$ cat config.mk
export PLATFORM = sky130hd
export DESIGN_NAME = tcw_ctrl
export DESIGN_NICKNAME = d
export VERILOG_FILES = /design/src/hdl/tcw_pkg.sv /design/src/hdl/tcw_ctrl.sv
export SDC_FILE = /design/constraint.sdc
export NUM_CORES = 1
export LEC_CHECK = 0
export BUFFER_PORTS_ARGS = -buffer_cell sky130_fd_sc_hd__buf_4
export CORE_AREA = 2 2 39 41
export CTS_CLUSTER_DIAMETER = 200
export CTS_CLUSTER_SIZE = 24
export DETAILED_ROUTE_END_ITERATION = 8
export DIE_AREA = 0 0 41 43
export PLACE_DENSITY_LB_ADDON = 0.3
export SYNTH_ARGS = -nofsm -noshare
export SYNTH_HDL_FRONTEND = slang
export SYNTH_SLANG_ARGS = --single-unit
$ cat constraint.sdc
create_clock -name i_clk -period 2.7 [get_ports i_clk]
set_input_delay 0.54 -clock i_clk [delete_from_list [all_inputs] [get_ports i_clk]]
set_output_delay 0.54 -clock i_clk [all_outputs]
set_load 0.05 [all_outputs]
$ cat src/hdl/tcw_pkg.sv
// Shared types and constants for the text console character writer.
`timescale 1ns / 1ps
`default_nettype none

package tcw_pkg;

    localparam logic [1:0] FUNC_PUT   = 2'd0;
    localparam logic [1:0] FUNC_READ  = 2'd1;
    localparam logic [1:0] FUNC_CLEAR = 2'd2;

    localparam logic [7:0] BLANK_CHAR   = 8'h20;
    localparam logic [7:0] NEWLINE_CHAR = 8'h0A;
    localparam logic [7:0] INIT_ATTR    = 8'h0F;

    typedef struct packed {
        logic [1:0] func;
        logic [7:0] char_code;
        logic [7:0] attribute;
        logic       use_cursor;
        logic [6:0] col;
        logic [4:0] row;
    } t_in_item;

    typedef struct packed {
        logic [6:0] cursor_col;
        logic [4:0] cursor_row;
        logic [7:0] read_char;
        logic [7:0] read_attr;
    } t_out_item;

    // controller -> datapath
    typedef struct packed {
        logic take_item;
        logic exec_put;
        logic read_issue;
        logic copy;
        logic fill;
        logic fill_init;
        logic ptr_clr;
        logic ptr_inc;
        logic cur_home;
        logic load_out;
    } t_cmd;

    // datapath -> controller
    typedef struct packed {
        logic [1:0] func;
        logic       scroll;
        logic       ptr_copy_last;
        logic       ptr_last;
        logic       out_free;
    } t_stat;

endpackage

`default_nettype wire

$ cat src/hdl/tcw_ctrl.sv
// Sequencer for the text console: item dispatch, scroll, clear and reset sweeps.
`timescale 1ns / 1ps
`default_nettype none

module tcw_ctrl
    import tcw_pkg::*;
(
    input  wire logic  i_clk,
    input  wire logic  i_rst_n,
    input  wire logic  i_in_valid,
    output logic       o_in_ready,
    input  wire t_stat i_stat,
    output t_cmd       o_cmd
);

    localparam logic [2:0] S_INIT  = 3'd0;
    localparam logic [2:0] S_IDLE  = 3'd1;
    localparam logic [2:0] S_EXEC  = 3'd2;
    localparam logic [2:0] S_COPY  = 3'd3;
    localparam logic [2:0] S_DRAIN = 3'd4;
    localparam logic [2:0] S_BLANK = 3'd5;
    localparam logic [2:0] S_CLEAR = 3'd6;
    localparam logic [2:0] S_FIN   = 3'd7;

    logic [2:0] r_state;
    logic [2:0] n_state;

    always_ff @(posedge i_clk) begin
        if (!i_rst_n) begin
            r_state <= S_INIT;
        end else begin
            r_state <= n_state;
        end
    end

    assign o_in_ready = (r_state == S_IDLE);

    always_comb begin
        n_state = r_state;
        o_cmd   = '0;
        unique case (r_state)
            S_INIT: begin
                o_cmd.fill      = 1'b1;
                o_cmd.fill_init = 1'b1;
                if (i_stat.ptr_last) begin
                    o_cmd.ptr_clr = 1'b1;
                    n_state       = S_IDLE;
                end else begin
                    o_cmd.ptr_inc = 1'b1;
                end
            end
            S_IDLE: begin
                if (i_in_valid) begin
                    o_cmd.take_item = 1'b1;
                    n_state         = S_EXEC;
                end
            end
            S_EXEC: begin
                unique case (i_stat.func)
                    FUNC_PUT: begin
                        o_cmd.exec_put = 1'b1;
                        if (i_stat.scroll) begin
                            o_cmd.ptr_clr = 1'b1;
                            n_state       = S_COPY;
                        end else if (i_stat.out_free) begin
                            o_cmd.load_out = 1'b1;
                            n_state        = S_IDLE;
                        end else begin
                            n_state = S_FIN;
                        end
                    end
                    FUNC_READ: begin
                        o_cmd.read_issue = 1'b1;
                        n_state          = S_FIN;
                    end
                    FUNC_CLEAR: begin
                        o_cmd.ptr_clr  = 1'b1;
                        o_cmd.cur_home = 1'b1;
                        n_state        = S_CLEAR;
                    end
                    default: begin
                        if (i_stat.out_free) begin
                            o_cmd.load_out = 1'b1;
                            n_state        = S_IDLE;
                        end else begin
                            n_state = S_FIN;
                        end
                    end
                endcase
            end
            S_COPY: begin
                o_cmd.copy    = 1'b1;
                o_cmd.ptr_inc = 1'b1;
                if (i_stat.ptr_copy_last) begin
                    n_state = S_DRAIN;
                end
            end
            S_DRAIN: begin
                // last pending copy write lands here
                n_state = S_BLANK;
            end
            S_BLANK, S_CLEAR: begin
                o_cmd.fill = 1'b1;
                if (i_stat.ptr_last) begin
                    o_cmd.ptr_clr = 1'b1;
                    n_state       = S_FIN;
                end else begin
                    o_cmd.ptr_inc = 1'b1;
                end
            end
            S_FIN: begin
                if (i_stat.out_free) begin
                    o_cmd.load_out = 1'b1;
                    n_state        = S_IDLE;
                end
            end
            default: begin
                n_state = S_IDLE;
            end
        endcase
    end

endmodule

`default_nettype wire

==> Yosys cells after proc, flatten, opt, wreduce, memory -nomap -nowiden <==
Cells that the tools add are included.
Widths: inputs -> output; s select.
{ "totals": {"regBits": 3, "latch_bits": 0, "mem_bits_rw": 0, "romBits": 0, "in_bits": 9, "out_inout_bits": 11, "elab_cells": 50, "n_memories": 0} }
{ "classes": {"add_sub_neg": 0, "multipliers": 0, "div": 0, "magnitude_cmp": 0, "eq_ne": 14, "n_shift": 0, "muxes": 29, "n_bitwise": 0, "n_reduce_logical": 6} }
{ "op_table": {"columns": ["cell", "count"], "rows": [
  ["$mux 3", 7],
  ["$pmux 3 s7", 1],
  ["$mux 1", 14],
  ["$eq 3x3->1 const B", 4],
  ["$ne 2x2->1 const B", 5],
  ["$pmux 1 s2", 5],
  ["$pmux 3 s3", 1],
  ["$eq 3x2->1 const B", 2],
  ["$reduce_and 5->1", 1],
  ["$reduce_or 2->1", 2],
  ["$eq 3x1->1 const B", 1],
  ["$logic_not 3->1", 1],
  ["$reduce_or 3->1", 1],
  ["$eq 2x1->1 const B", 1],
  ["$eq 2x2->1 const B", 1],
  ["$logic_not 2->1", 1],
  ["$mux 2", 1]
]} }

==> Logic depth before layout (Yosys ltp) <==
Gate-level depths: netlist (run 1).
{ "logic_depth": {"ltp_word": 4, "ltp_mapped": 6} }

==> Worst setup path before layout (run 1) <==
OpenSTA, ideal clock, no wires.
{ "synth_timing": {"path_type": "flip-flop to output port", "startpoint": "reg r_state[0]", "endpoint": "out o_cmd[3] in the netlist's numbering", "t_arrival_ns": 1.908, "path_slack_ns": 0.252, "path_stages_with_launch": 5, "path_buffers": 1, "path_cell_list": "dfxtp_1 buf_2 inv_2 o21ai_1 a221o_1"} }
{ "synth_lines": {"columns": ["item", "line", "text"], "rows": [
  ["start, declared", "tcw_ctrl.sv:25", "logic [2:0] r_state;"],
  ["start signal, assigned", "tcw_ctrl.sv:32", "r_state <= n_state;"],
  ["end, declared", "tcw_ctrl.sv:13", "output t_cmd o_cmd"]
]} }

==> results of run 1 <==
==> placed cells by master (no fill, tap or decap), types with 2 or more instances in the layout <==
cell / instances
nand2_1: 5
ha_1: 5
nor2_1: 7
and2_1: 4
o21bai_1: 2
nand2b_1: 3
a21oi_1: 5
o21ai_1: 2
inv_1: 4
dfxtp_1: 3
clkbuf_4: 3
nor3_1: 2
buf_4: 21
nor2b_1: 4
==> final cells by class <==
type	instances	area (um2)
Tap cell	16	20.0
Clock buffer	4	26.3
Fill cell	142	709
Inverter	5	18.8
Timing Repair Buffer	21	158
Sequential cell	3	60.1
Multi-Input combinational cell	56	392
==> through the flow <==
step	cell area (um2)	std cells	utilization, %
after floorplan	492	67	-
after global placement	648	101	46.8
after detailed placement	648	101	46.8
after CTS	674	105	48.7
after global routing	674	105	48.7
final	674	105	48.7
==> report_power, final <==
part / internal (mW) / leakage [nW] / switching [mW]
Clock: 0.0556 / 0.0150 / 0.0261
Combinational: 0.216 / 0.279 / 0.417
Sequential: 0.0639 / 0.0249 / 0.0275
Total: 0.336 / 0.319 / 0.471
==> per-layer routing <==
layer	global-route usage [%]	routed length, um	vias to the layer above
met5	0	0	-
met4	6.00	13	0
met3	0	99	2
met2	24.7	549	29
met1	19.2	479	244
li1	-	-	287
==> worst reg2reg max path, cell delays in order, from the launching register on <==
cell and delay, ns:
dfxtp_1 0.35, buf_4 0.19, nor4bb_1 0.28, a21oi_1 0.11, and2_1 0.19, a221oi_2 0.21
==> logic make-up (layout without fill, tap and decap cells) <==
kind of cell,after synthesis,after routing
and+or+nand+nor,30,30
xor gates and xnor gates,1,1
DFF,3,3
buffers and inverters,8,30
adders and majority gates,5,5
AOI/OAI and AO/OA,19,19
muxes,1,1
==> path summary, 6_finish.rpt <==
kind	from	endpoint	cells after the start
min reg2reg	r_state[1]	r_state[0]	2
max reg2reg	r_state[2]	r_state[0]	5
min	i_rst_n	r_state[0]	3
max	r_state[2]	o_cmd[3]	6
==> results.toml, run 1 <==
[cts]
cts_max_level = 1
cts-root-buf = "clkbuf_4"
cts_tree = "yes"
cts_hold_buf = 0
clk_path_buf_depth = 2
clkTransAtPathRegs_ns = 0.04
insertion_delay_ns = 0.24
post_cts_buffers = 0
clkSinkCount = 3
cts_buffers = 3
post_cts_resized = 0

[logic_synthesis]
syn_inst = 67
ys_seq_area_share_pct = 12.2
yosys_warnings = 0
yosysMostFrequentCell = "nor2_1"
synth.mux.area_fraction_pct = 2.04
yosys.area.top_type = "ha_1"
synth_top_family_by_area = "simple AND/OR/NAND/NOR gates"
ys_top_cells_by_count = "nor2_1 (7), a21oi_1 (5), ha_1 (5), nand2_1 (5)"
syn_avg_cell_area_um2 = 7.34
synth-edff-count = 0
async_flop_share_pct = 0
synth-seq-cells = 3
synth_xor_area_share_pct = 1.78
synth_top_area_share_pct = 12.7
synth_simple_gate_area_share_pct = 33.8
synth_fa_ha_area_share_pct = 12.7
synthTopCellsByArea = "ha_1 (13%), dfxtp_1 (12%), nor2_1 (5.3%)"
synth_cell_types = 32
synth_area_um2 = 492
synth_flop_cell = "dfxtp_1"
synth_compound_area_share_pct = 29.3
syn-num-nets = 81

[placement]
dp_worst_setup_slack_ns = 0.636
hpwl_um = 863
gp_congestion = 0.749
port_buffers = 19

[timing]
min_period_over_period_pct = 82.2
finalHoldViolCount = 0
worst_pin_slew_ns = 0.370
setup_tns_ns = 0
max_clock_freq_ghz = 0.451
rsz0062_at_grt = "no"
fin_worst_skew_ns = 0.00604
drv_slew = 0
setup_viol = 0
holdWs_ns = 0.567
slew_headroom_pct = 75.2
fin_ws_ns = 0.481
min_period_ns = 2.22

[final_layout]
largest_register_ff_count = 3
syn2layout_area_growth_pct = 37.2
num-nets-final = 104
diodes = 0
drive_gt1_share_pct = 31.5
top_register = "r_state"
top_regs = "r_state (3)"

[route]
routed-via-count = 562
wl_per_cell_um = 10.9
antenna_left = 0
dr.pass1.iters = 4
vias_per_cell = 5.35
drtIter0Drc = 12
drcViolationCount = 0
wirelength_um = 1140

[setup_path]
cp_top_family = "simple AND/OR/NAND/NOR gates"
arrival_ns = 1.68
slowest_stage = "dfxtp_1"
cp_cell_sequence = "buf_4 > nand2b_1 > nor2_1 > and2_1 > a221o_1 > buf_4"
cp.required_ns = 2.16
critPathBufInv = 2
crit_type = "reg -> out"
reg2reg_slack_ns = 1.28
cp-end-kind = "output port"
startpoint_type = "flop"
crit_fanout = 12
cpPeakStageDelay_ns = 0.35
crit_top_cell = "buf_4"

[die]
die_w_um = 41
die_y_um = 43
start_util_pct = 35.5
pin_count = 20
core-area_mm2 = 0.00138
die_area_mm2 = 0.00176
fp-row-count = 14

[grt]
grt_max_degree = 16
grt_pass1_wl_um = 1900
grt_overflow = 0
antenna_found_initial = 0
grt_usage_pct = 14.8
grt_pass1_vias = 499

[job]
maxCapViolCount = 0

[pwr]
leakage_nw = 0.319
p_per_area_mw_per_mm2 = 1200
peakVddDrop_v = 0.000422
power_uw = 807

[worst_hold_path]
hp-class = "in -> reg"

[outcome]
status = "complete, no violations"
Power figures use the tool's default switching activity.
==> run 2: changes to the inputs <==
==> constraint.sdc (replaced) <==
create_clock -name i_clk -period 2.25 [get_ports i_clk]
set_input_delay 0.45 -clock i_clk [delete_from_list [all_inputs] [get_ports i_clk]]
set_output_delay 0.45 -clock i_clk [all_outputs]
set_load 0.05 [all_outputs]
==> run 2 against run 1 <==
Non-clock buffer count is the same. Worst hold slack lost 0.080 ns. Register-to-register slack lost 0.50 ns. Die area is the same. Wire length grew 1.9%. Global-route usage shrank 1.6 points. Combinational power grew 18%. Sequential power grew 44%. Design area grew 0.56%. Sequential cell count is the same. Count of clock-buffer cells in the layout is the same. Sequential share of layout area is essentially flat.
==> results.toml, run 2 (synthesized netlist as in run 1, its figures left out) <==
[final_layout]
top_register = "r_state"
postLayoutCellArea_um2 = 678
diodes = 0
top_regs = "r_state (3)"
mostFrequentLayoutCell = "buf_4"
largest_register_ff_count = 3
num-nets-final = 104
drive_gt1_share_pct = 32.6
most-common-layout-cells = "buf_4 (21), nor2_1 (7), nand2_1 (5), a21oi_1 (5), ha_1 (5)"
syn2layout_area_growth_pct = 37.9
utilization_pct = 49.0
nFillCells = 139

[die]
die_area_mm2 = 0.00176
die_w_um = 41
pin_count = 20
start_util_pct = 35.5
core-area_mm2 = 0.00138
die_y_um = 43
fp-row-count = 14

[grt]
globalRouteMet3Util_pct = 0
grt.busiest_layer = "met1"
gr-usage-met2_pct = 19.7
antenna_found_initial = 0
grt_overflow = 0
grt_usage_pct = 13.2
grt_pass1_vias = 415
use_met1_pct = 20.1
grt_max_degree = 12
grt_pass1_wl_um = 1690

[cts]
clk_path_buf_depth = 2
cts_max_level = 1
post_cts_resized = 0
post_cts_buffers = 0
clkSinkCount = 3
cts_tree = "yes"
insertion_delay_ns = 0.23
cts_hold_buf = 0
cts-root-buf = "clkbuf_4"
cts_buffers = 3
clkTransAtPathRegs_ns = 0.04

[placement]
hpwl_um = 928
dp_worst_setup_slack_ns = 0.353
gp_congestion = 0.750
port_buffers = 19
place_area_um2 = 652

[setup_path]
cp-end-kind = "output port"
crit_start = "r_state[1]"
crit_fanout = 11
crit_type = "reg -> out"
r2r_start = "r_state[1]"
cp_cell_sequence = "xnor2_1 > nand2_1 > o21ai_2 > a221o_1 > buf_4"
slowest_stage = "dfxtp_1"
critPathBufInv = 1
arrival_ns = 1.67
cp.required_ns = 1.80
startpoint_type = "flop"
cpPeakStageDelay_ns = 0.53
cp_top_family = "flip-flops"

[outcome]
status = "complete, no violations"

[route]
dr.pass1.iters = 5
antenna_left = 0
wirelength_um = 1160
drtIter0Drc = 5
drcViolationCount = 0
wl_per_cell_um = 11.1
routed-via-count = 558
vias_per_cell = 5.31

[timing]
fin_ws_ns = 0.131
slew_headroom_pct = 74.6
setup_tns_ns = 0
max_clock_freq_ghz = 0.472
setup_viol = 0
worst_pin_slew_ns = 0.380
drv_slew = 0
rsz0062_at_grt = "no"
min_period_ns = 2.12
fin_worst_skew_ns = 0.00830
min_period_over_period_pct = 94.2
finalHoldViolCount = 0

[worst_hold_path]
min-delay-start = "i_rst_n"
hp-class = "in -> reg"

[pwr]
p_per_area_mw_per_mm2 = 1440
peakVddDrop_v = 0.000522
leakage_nw = 0.320
power_uw = 976

[job]
maxCapViolCount = 0
-- run 2: cell types whose count changed in the layout (fill, tap and decap cells not counted) --
cell / previous run / this run
o21ai_1: 2 / 1
o21ai_2: 0 / 1
-- run 2: worst paths after layout --
kind | cells past startpoint | to | slack [ns]
max | 5 | o_cmd[3] | 0.13
min | 3 | r_state[0] | 0.49
max reg2reg | 5 | r_state[0] | 0.78
min reg2reg | 2 | r_state[0] | 0.61
-- run 2: per-stage QoR --
step	instances	hold slack, ns
floorplan	67	0.576
finish	105	0.487
CTS	105	0.479
detailed placement	101	0.610
global route	105	0.493
global placement	101	0.605
-- run 2: cell type report --
class / count / area (um2) / area share (%)
Clock buffer: 4 / 26.3 / 3.87
Inverter: 5 / 18.8 / 2.77
Multi-Input combinational cell: 56 / 395 / 58.3
Sequential cell: 3 / 60.1 / 8.86
Tap cell: 16 / 20.0 / 2.95
Timing Repair Buffer: 21 / 158 / 23.2
-- run 2: power by group --
group          switching (mW)  total (mW)  internal [mW]
sequential             0.0555       0.132         0.0767
combinational           0.487       0.749          0.263
clock                  0.0282      0.0947         0.0665
-- run 2: worst min-delay path, stage by stage --
cell and delay, ns:
buf_4 0.13, inv_1 0.06, a221oi_2 0.03
-- run 2: routing by layer --
layer,wire length [um],part of all wire [%],vias up
li1,-,-,285
met1,509,44,244
met2,539,46,29
met3,114,9.8,0
met4,0,0,0
met5,0,0,-
